==> config.mk <==
export PLATFORM = sky130hd
export DESIGN_NAME = quad_motor_mixer_with_arming
export DESIGN_NICKNAME = d
export VERILOG_FILES = /design/src/rtl/core/qmm_pkg.sv /design/src/rtl/core/quad_motor_mixer_with_arming.sv
export VERILOG_INCLUDE_DIRS = /design/src /design/src/rtl/core
export SDC_FILE = /design/constraint.sdc
export NUM_CORES = 2
export LEC_CHECK = 0
export BUFFER_PORTS_ARGS = -buffer_cell sky130_fd_sc_hd__buf_2
export CORE_ASPECT_RATIO = 0.6
export CORE_MARGIN = 2
export CORE_UTILIZATION = 40
export DETAILED_ROUTE_END_ITERATION = 16
export PLACE_DENSITY = 0.66
export SYNTH_ARGS = -nofsm -noshare
export SYNTH_HDL_FRONTEND = slang
export SYNTH_SLANG_ARGS = --single-unit
==> constraint.sdc <==
create_clock -name i_clk -period 11.9 [get_ports i_clk]
set_clock_uncertainty 0.2 [all_clocks]
set_input_delay 3.57 -clock i_clk [delete_from_list [all_inputs] [get_ports i_clk]]
set_output_delay 3.57 -clock i_clk [all_outputs]
set_load 0.01 [all_outputs]
==> src/rtl/core/quad_motor_mixer_with_arming_defines.svh <==
// assertion macros for the quad motor mixer
`ifndef QUAD_MOTOR_MIXER_WITH_ARMING_DEFINES_SVH
`define QUAD_MOTOR_MIXER_WITH_ARMING_DEFINES_SVH

// same-cycle implication
`define QMM_ASSERT_NOW(lbl, clk, rst_n, ante, cons, msg) \
    lbl: assert property (@(posedge clk) disable iff (!rst_n) (ante) |-> (cons)) \
        else $error(msg);

// next-cycle implication
`define QMM_ASSERT_NEXT(lbl, clk, rst_n, ante, cons, msg) \
    lbl: assert property (@(posedge clk) disable iff (!rst_n) (ante) |=> (cons)) \
        else $error(msg);

`endif

==> src/rtl/core/qmm_pkg.sv <==
package qmm_pkg;

    localparam int NUM_MOTORS = 4;
    localparam int PULSE_W    = 12;
    localparam int SPAN_W     = 10;
    localparam int CMD_W      = 16;
    localparam int OP_W       = 3;
    localparam int SEL_W      = 2;
    localparam int MODE_W     = 2;
    localparam int PADDR_W    = 5;
    localparam int PDATA_W    = 32;
    localparam int PROD_W     = 26;
    localparam int SUM_W      = 29;

    localparam logic [OP_W-1:0] OP_UPDATE = 3'd0;
    localparam logic [OP_W-1:0] OP_INIT   = 3'd1;
    localparam logic [OP_W-1:0] OP_ARM    = 3'd2;
    localparam logic [OP_W-1:0] OP_DIRECT = 3'd3;
    localparam logic [OP_W-1:0] OP_SET    = 3'd4;

    localparam logic [SEL_W-1:0] MOTOR_FL = 2'd0;
    localparam logic [SEL_W-1:0] MOTOR_FR = 2'd1;
    localparam logic [SEL_W-1:0] MOTOR_RR = 2'd2;
    localparam logic [SEL_W-1:0] MOTOR_RL = 2'd3;

    localparam logic [MODE_W-1:0] MODE_CODE_SAFE   = 2'd0;
    localparam logic [MODE_W-1:0] MODE_CODE_OFF    = 2'd1;
    localparam logic [MODE_W-1:0] MODE_CODE_OPER   = 2'd2;
    localparam logic [MODE_W-1:0] MODE_CODE_DIRECT = 2'd3;

    localparam logic [2:0] REG_PULSE_MIN   = 3'd0;
    localparam logic [2:0] REG_PULSE_RANGE = 3'd1;
    localparam logic [2:0] REG_PULSE_MAX   = 3'd2;
    localparam logic [2:0] REG_PITCH_SPAN  = 3'd3;
    localparam logic [2:0] REG_ROLL_SPAN   = 3'd4;

    localparam logic [PULSE_W-1:0] RST_PULSE_MIN   = 12'd1000;
    localparam logic [PULSE_W-1:0] RST_PULSE_RANGE = 12'd1000;
    localparam logic [PULSE_W-1:0] RST_PULSE_MAX   = 12'd2000;
    localparam logic [SPAN_W-1:0]  RST_PITCH_SPAN  = 10'd250;
    localparam logic [SPAN_W-1:0]  RST_ROLL_SPAN   = 10'd250;

    typedef enum logic [3:0] {
        MODE_SAFE   = 4'b0001,
        MODE_OFF    = 4'b0010,
        MODE_OPER   = 4'b0100,
        MODE_DIRECT = 4'b1000
    } t_mode;

    typedef logic [PULSE_W-1:0] t_pulse;

    // pulse_max + 1, saturated to the pulse width
    function automatic t_pulse clip_of(input t_pulse pmax);
        t_pulse c;
        c = &pmax ? pmax : pmax + t_pulse'(1);
        return c;
    endfunction

    // scale down by 2^15, floor at zero, clip above pulse_max
    function automatic t_pulse finish(input logic signed [SUM_W-1:0] num,
                                      input t_pulse pmax);
        logic [PULSE_W:0] v;
        t_pulse           r;
        v = num[SUM_W-2:15];
        if (num[SUM_W-1] || num == '0) begin
            r = '0;
        end else if (v > {1'b0, pmax}) begin
            r = clip_of(pmax);
        end else begin
            r = v[PULSE_W-1:0];
        end
        return r;
    endfunction

    function automatic logic [MODE_W-1:0] mode_code(input t_mode m);
        logic [MODE_W-1:0] c;
        unique case (m)
            MODE_SAFE:   c = MODE_CODE_SAFE;
            MODE_OFF:    c = MODE_CODE_OFF;
            MODE_OPER:   c = MODE_CODE_OPER;
            MODE_DIRECT: c = MODE_CODE_DIRECT;
            default:     c = MODE_CODE_SAFE;
        endcase
        return c;
    endfunction

endpackage

==> src/rtl/core/quad_motor_mixer_with_arming.sv <==
// Quad X motor mixer with an arming mode machine.
// Input channel (i_in_valid / o_in_ready) carries one command transaction:
// opcode, throttle, pitch, roll, and motor select / value for direct mode.
// Output channel (o_out_valid / i_out_ready) returns one transaction per
// command: the four stored pulse widths, the mode after the command and a
// flag that is set when the pulses are driven to the motors.
// Configuration (pulse_min, pulse_range, pulse_max, pitch_span, roll_span)
// is written and read through the APB-style port at byte addresses 0..16,
// pready is always high; write it only while no command is in flight.
// A command is registered in the input register and then in the output
// register. Throughput: one command per cycle when the receiver is ready;
// the input register holds the three products, the output stage adds,
// clips and updates the mode. Reset puts the block in safe start with all
// pulses zero and the configuration at its defaults. When the receiver
// stalls, the output register holds its result, the command in the input
// register waits, and o_in_ready drops once both are full.
module quad_motor_mixer_with_arming (
    input  logic                                i_clk,
    input  logic                                i_rst_n,
    input  logic                                i_in_valid,
    output logic                                o_in_ready,
    input  logic [qmm_pkg::OP_W-1:0]            i_opcode,
    input  logic [qmm_pkg::CMD_W-1:0]           i_throttle_cmd,
    input  logic signed [qmm_pkg::CMD_W-1:0]    i_pitch_cmd,
    input  logic signed [qmm_pkg::CMD_W-1:0]    i_roll_cmd,
    input  logic [qmm_pkg::SEL_W-1:0]           i_motor_select,
    input  logic [qmm_pkg::PULSE_W-1:0]         i_motor_value,
    output logic                                o_out_valid,
    input  logic                                i_out_ready,
    output logic [qmm_pkg::PULSE_W-1:0]         o_pulse_fl,
    output logic [qmm_pkg::PULSE_W-1:0]         o_pulse_fr,
    output logic [qmm_pkg::PULSE_W-1:0]         o_pulse_rr,
    output logic [qmm_pkg::PULSE_W-1:0]         o_pulse_rl,
    output logic [qmm_pkg::MODE_W-1:0]          o_mode_now,
    output logic                                o_pulses_written,
    input  logic                                psel,
    input  logic                                penable,
    input  logic                                pwrite,
    input  logic [qmm_pkg::PADDR_W-1:0]         paddr,
    input  logic [qmm_pkg::PDATA_W-1:0]         pwdata,
    output logic [qmm_pkg::PDATA_W-1:0]         prdata,
    output logic                                pready
);
    import qmm_pkg::*;
    `include "quad_motor_mixer_with_arming_defines.svh"

    // configuration
    t_pulse            r_pulse_min;
    t_pulse            r_pulse_range;
    t_pulse            r_pulse_max;
    logic [SPAN_W-1:0] r_pitch_span;
    logic [SPAN_W-1:0] r_roll_span;
    logic              cfg_wr;

    assign pready = 1'b1;
    assign cfg_wr = psel & penable & pwrite & pready;

    always_ff @(posedge i_clk) begin
        if (!i_rst_n) begin
            r_pulse_min   <= RST_PULSE_MIN;
            r_pulse_range <= RST_PULSE_RANGE;
            r_pulse_max   <= RST_PULSE_MAX;
            r_pitch_span  <= RST_PITCH_SPAN;
            r_roll_span   <= RST_ROLL_SPAN;
        end else if (cfg_wr) begin
            unique case (paddr[PADDR_W-1:2])
                REG_PULSE_MIN:   r_pulse_min   <= pwdata[PULSE_W-1:0];
                REG_PULSE_RANGE: r_pulse_range <= pwdata[PULSE_W-1:0];
                REG_PULSE_MAX:   r_pulse_max   <= pwdata[PULSE_W-1:0];
                REG_PITCH_SPAN:  r_pitch_span  <= pwdata[SPAN_W-1:0];
                REG_ROLL_SPAN:   r_roll_span   <= pwdata[SPAN_W-1:0];
                default: ;
            endcase
        end
    end

    always_comb begin
        prdata = '0;
        unique case (paddr[PADDR_W-1:2])
            REG_PULSE_MIN:   prdata = PDATA_W'(r_pulse_min);
            REG_PULSE_RANGE: prdata = PDATA_W'(r_pulse_range);
            REG_PULSE_MAX:   prdata = PDATA_W'(r_pulse_max);
            REG_PITCH_SPAN:  prdata = PDATA_W'(r_pitch_span);
            REG_ROLL_SPAN:   prdata = PDATA_W'(r_roll_span);
            default:         prdata = '0;
        endcase
    end

    // handshake
    logic r_s1_valid;
    logic r_out_valid;
    logic s2_adv;
    logic in_acc;

    assign s2_adv     = r_s1_valid & (~r_out_valid | i_out_ready);
    assign o_in_ready = ~r_s1_valid | s2_adv;
    assign in_acc     = i_in_valid & o_in_ready;
    assign o_out_valid = r_out_valid;

    // input stage: command plus products
    logic [OP_W-1:0]           r_op;
    logic [SEL_W-1:0]          r_sel;
    t_pulse                    r_value;
    t_pulse                    r_thr_part;
    logic signed [PROD_W-1:0]  r_pp;
    logic signed [PROD_W-1:0]  r_rr;
    logic [PULSE_W+CMD_W-1:0]  thr_prod;
    logic signed [CMD_W+SPAN_W:0] pp_full;
    logic signed [CMD_W+SPAN_W:0] rr_full;

    assign thr_prod = r_pulse_range * i_throttle_cmd;
    assign pp_full  = i_pitch_cmd * $signed({1'b0, r_pitch_span});
    assign rr_full  = i_roll_cmd * $signed({1'b0, r_roll_span});

    always_ff @(posedge i_clk) begin
        if (!i_rst_n) begin
            r_s1_valid <= 1'b0;
        end else if (o_in_ready) begin
            r_s1_valid <= i_in_valid;
        end
    end

    always_ff @(posedge i_clk) begin
        if (in_acc) begin
            r_op       <= i_opcode;
            r_sel      <= i_motor_select;
            r_value    <= i_motor_value;
            r_thr_part <= thr_prod[PULSE_W+CMD_W-1:CMD_W];
            r_pp       <= pp_full[PROD_W-1:0];
            r_rr       <= rr_full[PROD_W-1:0];
        end
    end

    // mixing
    logic [PULSE_W:0]         base_sum;
    t_pulse                   base;
    logic signed [SUM_W-1:0]  b_s;
    logic signed [SUM_W-1:0]  pp_s;
    logic signed [SUM_W-1:0]  rr_s;
    t_pulse                   mix [NUM_MOTORS];

    assign base_sum = {1'b0, r_pulse_min} + {1'b0, r_thr_part};
    assign base     = (base_sum > {1'b0, r_pulse_max}) ? clip_of(r_pulse_max)
                                                       : base_sum[PULSE_W-1:0];
    assign b_s  = $signed({2'b00, base, 15'd0});
    assign pp_s = SUM_W'(r_pp);
    assign rr_s = SUM_W'(r_rr);

    assign mix[MOTOR_FL] = finish(b_s - pp_s + rr_s, r_pulse_max);
    assign mix[MOTOR_FR] = finish(b_s - pp_s - rr_s, r_pulse_max);
    assign mix[MOTOR_RR] = finish(b_s + pp_s - rr_s, r_pulse_max);
    assign mix[MOTOR_RL] = finish(b_s + pp_s + rr_s, r_pulse_max);

    // mode machine and stored pulses
    t_mode  r_mode;
    t_mode  n_mode;
    t_pulse r_pulse [NUM_MOTORS];
    t_pulse n_pulse [NUM_MOTORS];
    logic   n_written;

    always_comb begin
        n_mode    = r_mode;
        n_pulse   = r_pulse;
        n_written = 1'b0;
        unique case (r_op)
            OP_UPDATE: begin
                unique case (r_mode)
                    MODE_OPER: begin
                        n_pulse   = mix;
                        n_written = 1'b1;
                    end
                    MODE_OFF: begin
                        for (int i = 0; i < NUM_MOTORS; i++) n_pulse[i] = '0;
                        n_written = 1'b1;
                    end
                    MODE_DIRECT: n_written = 1'b1;
                    default: ;
                endcase
            end
            OP_INIT: begin
                if (r_mode == MODE_SAFE) n_mode = MODE_OFF;
            end
            OP_ARM: begin
                if (r_mode != MODE_SAFE) begin
                    if (r_mode == MODE_OFF) begin
                        for (int i = 0; i < NUM_MOTORS; i++) n_pulse[i] = r_pulse_min;
                        n_written = 1'b1;
                    end
                    n_mode = MODE_OPER;
                end
            end
            OP_DIRECT: begin
                if (r_mode == MODE_OPER || r_mode == MODE_DIRECT) begin
                    for (int i = 0; i < NUM_MOTORS; i++) n_pulse[i] = r_pulse_min;
                    n_mode = MODE_DIRECT;
                end
            end
            OP_SET: begin
                if (r_mode == MODE_DIRECT) n_pulse[r_sel] = r_value;
            end
            default: ;
        endcase
    end

    always_ff @(posedge i_clk) begin
        if (!i_rst_n) begin
            r_mode <= MODE_SAFE;
            for (int i = 0; i < NUM_MOTORS; i++) r_pulse[i] <= '0;
        end else if (s2_adv) begin
            r_mode  <= n_mode;
            r_pulse <= n_pulse;
        end
    end

    // output register
    always_ff @(posedge i_clk) begin
        if (!i_rst_n) begin
            r_out_valid <= 1'b0;
        end else if (s2_adv) begin
            r_out_valid <= 1'b1;
        end else if (i_out_ready) begin
            r_out_valid <= 1'b0;
        end
    end

    always_ff @(posedge i_clk) begin
        if (s2_adv) begin
            o_pulse_fl       <= n_pulse[MOTOR_FL];
            o_pulse_fr       <= n_pulse[MOTOR_FR];
            o_pulse_rr       <= n_pulse[MOTOR_RR];
            o_pulse_rl       <= n_pulse[MOTOR_RL];
            o_mode_now       <= mode_code(n_mode);
            o_pulses_written <= n_written;
        end
    end

    `QMM_ASSERT_NOW(a_no_drive_in_safe, i_clk, i_rst_n,
        o_out_valid && o_pulses_written, o_mode_now != MODE_CODE_SAFE,
        "pulses driven in safe start")
    `QMM_ASSERT_NEXT(a_safe_not_reentered, i_clk, i_rst_n,
        r_mode != MODE_SAFE, r_mode != MODE_SAFE,
        "mode returned to safe start")
    `QMM_ASSERT_NOW(a_off_drives_zero, i_clk, i_rst_n,
        o_out_valid && o_pulses_written && o_mode_now == MODE_CODE_OFF,
        o_pulse_fl == '0 && o_pulse_fr == '0 &&
        o_pulse_rr == '0 && o_pulse_rl == '0,
        "nonzero pulse driven in off mode")
    `QMM_ASSERT_NEXT(a_s1_held_on_stall, i_clk, i_rst_n,
        r_s1_valid && !s2_adv,
        r_s1_valid && $stable(r_op) && $stable(r_pp) && $stable(r_rr),
        "stalled command lost")
    `QMM_ASSERT_NEXT(a_state_frozen_idle, i_clk, i_rst_n,
        !s2_adv, $stable(r_mode),
        "mode changed without a command")

endmodule

==> impl_metrics.toml <==
[floorplanning]
row_count = 88
die_y_microns = 247
initial_core_util_pct = 40.6
core_area_sq_mm = 0.0967
ios = 195
die_area_sq_mm = 0.101
die_x_microns = 408

[setup_path]
critPathCaptureType = "flop"
cp_data_arrival_time_ns = 11.42
worstPathMaxFanout = 17
startpoint_type = "flop"
timing.critical_path.mode_cell = "ha_1"
cpPeakStageDelay_ns = 0.68
reg2reg_depth = 43
cpMaxStageDelayCell = "dfxtp_1"
path_class = "reg -> reg"
cp_data_required_time_ns = 12.02

[detailed_routing]
drc = 0
wl_microns = 121000
dr.pass1.iters = 6
vias = 33506
drt_iter0_drc = 3608
avgRoutedWirePerCell_microns = 20.3
ant_nets = 0
viasPerCell = 5.64

[layout]
fin_cells = 5946
fin_util_pct = 43.3
nNetsFinal = 5546
drive_gt1_share_pct = 6.90
areaGrowthSynthToFinish_pct = 6.58

[sta]
finalCriticalPeriod_ns = 11.30
max_freq_ghz = 0.0885
fin_crit_sh_pct = 95.0
worstMarginPinSlew_ns = 1.14
setup_viol_count_final = 0
setup_ws_ns = 0.600
hold_viol = 0
setup-tns-final_ns = 0
relSlewSlack_pct = 23.6
rsz0062_at_grt = "no"
maxSlewViolCount = 0

[global_route]
grt_start_max_net_pins = 65
antenna_found_initial = 6
grt_pass1_vias = 32166
grt_pass1_wl_microns = 189000
grt_remaining_overflow = 0
gr-usage-all-layers_pct = 23.8

[synthesis]
synth_area_leader_cell = "fa_1"
yosysUniqueCellTypes = 100
synth_top_area_share_pct = 21.9
seq_area_frac_synth_pct = 15.7
async_reset_ff_share_pct = 0
syn_inst = 4643
avgSynthCellArea_sq_um = 8.45
synth_area_sq_mm = 0.0392
synth_edf_count = 132
yosys_warnings = 0
dominantRegCellSynth = "edfxtp_1"
ys_ff_latch = 242
yosys-top-cells-area = "fa_1 (22%), ha_1 (12%), edfxtp_1 (10%)"

[place]
port_buffers = 151
dpl_worst_slack_ns = 0.477
hpwl_microns = 99000
globalplace.congestion = 0.963
dpl.cell_count = 5895

[cts]
cts_buffer_depth = 3
cts_tree = "done"
cts-root-buf = "clkbuf_16"
clock_latency_ns = 0.58
clock_sinks = 242
htreeDepth = 1
clk_pin_slew_worst_paths_ns = 0.07
numCtsBuffers = 25
postCtsHoldBufs = 0

[run]
cap_viol_max_count = 0

[min_path]
whs_path_depth = 2
hp-class = "reg -> reg"

[outcome]
status = "completed"
what timing repair did:
action | in CTS | in global routing
setup buffers | 0 | 2
endpoints found under the setup margin | 0 | 63
gates resized for setup | 0 | 2
Yosys cell counts (all sizes together) (13+ instances only):
library cell	count
nor3	84
o21ai	147
a211oi	27
a31oi	38
a221o	19
xnor2	146
mux2i	83
a2111oi	18
o221ai	21
mux2	29
nand2b	32
ha	389
o21a	48
clkbuf	197
o22ai	22
fa	429
nand2	536
and3	22
nand4	32
a221oi	28
o211ai	36
nand3	72
o31ai	30
dfxtp	110
and2	252
edfxtp	132
inv	591
or4	13
a21oi	282
nor2b	48
a21o	44
xor2	37
or3	21
o21bai	35
buf	58
nor4	36
nor2	306
per-stage QoR:
stage | instance area (sq um) | hold WS [ns]
final | 41800 | 0.317
after global routing | 41800 | 0.339
after CTS | 41800 | 0.320
after detailed placement | 40900 | 0.308
after global placement | 40900 | 0.300
after floorplan | 39300 | 0.262
final timing paths:
kind                                                   from                  endpoint  slack (ns)
worst max-delay path            r_pulse_min[1]$_SDFFE_PN0P_  o_pulse_fl[11]$_DFFE_PP_        0.60
worst min-delay path                r_s1_valid$_SDFFE_PN0N_  o_out_valid$_SDFFE_PN0P_        0.32
worst max register to register  r_pulse_min[1]$_SDFFE_PN0P_  o_pulse_fl[11]$_DFFE_PP_        0.60
worst min register to register      r_s1_valid$_SDFFE_PN0N_  o_out_valid$_SDFFE_PN0P_        0.32
area by class of cell:
cell class	instances	area, sq um
tap	1305	1630
timing repair buffer	185	1010
clock buffer	36	773
clock inverter	10	115
sequential	242	6170
fill	9707	54800
inverter	598	2250
antenna	3	7.51
multi-input combinational	3567	29900
placed cells by master (no fill, tap or decap), types with 29 or more instances in the layout:
| master | instances |
|---|---|
| o211ai_1 | 36 |
| nand2b_1 | 32 |
| a31oi_1 | 38 |
| xor2_1 | 37 |
| fa_1 | 429 |
| nand3_1 | 72 |
| nor4_1 | 31 |
| nand4_1 | 31 |
| o31ai_1 | 29 |
| ha_1 | 389 |
| buf_2 | 151 |
| and2_1 | 251 |
| a21o_1 | 44 |
| buf_4 | 34 |
| nor3_1 | 80 |
| edfxtp_1 | 132 |
| inv_1 | 591 |
| mux2i_1 | 83 |
| nor2b_1 | 48 |
| mux2_2 | 29 |
| nor2_1 | 305 |
| o21ai_0 | 143 |
| o21bai_1 | 35 |
| o21a_1 | 47 |
| nand2_1 | 536 |
| a21oi_1 | 281 |
| xnor2_1 | 146 |
| dfxtp_1 | 110 |
critical path: cells and delay by family, from the launching register on:
kind                       cells  cell delay, ns
DFF                            1            0.68
and+or+nand+nor               14            2.44
muxes                          2            0.74
AOI/OAI and AO/OA             15            3.38
xor gates and xnor gates       3            0.86
buffers and inverters          4            0.78
adders and majority gates      5            1.95
cell families (layout without fill, tap and decap cells):
logic type / after synthesis / count (layout) / share of synthesized area, %
AND/OR/NAND/NOR: 1519 / 1519 / 18.9
multiplexers: 112 / 112 / 2.95
AO/OA/AOI/OAI: 914 / 914 / 15.6
other: 2 / 24 / 0.0191
adder cells (fa/ha/maj): 818 / 818 / 34.3
XOR/XNOR: 183 / 183 / 4.08
buffers and inverters: 853 / 829 / 8.44
flip-flops: 242 / 242 / 15.7
registers in the layout, summed over array words and instances, names as in the netlist, 2 cells and up:
name and cells:
o_mode_now 2, o_pulse_fl 12, o_pulse_fr 12, o_pulse_rl 12
o_pulse_rr 12, r_mode 4, r_op 3, r_pitch_span 10
r_pp 26, r_pulse 48, r_pulse_max 12, r_pulse_min 12
r_pulse_range 12, r_roll_span 10, r_rr 26, r_sel 2
r_thr_part 12, r_value 12
metal layers:
layer / wire [microns] / global-route usage (%) / part of all wire, %
met1: 59400 / 38.2 / 49
met2: 46700 / 32.4 / 39
met3: 13100 / 4.87 / 11
met4: 1790 / 3.79 / 1.5
met5: 21 / 0 / 0.017
Power is left out: the tool's default activity adds up to more than one toggle a clock period on the data nets, which glitch-free logic cannot reach.
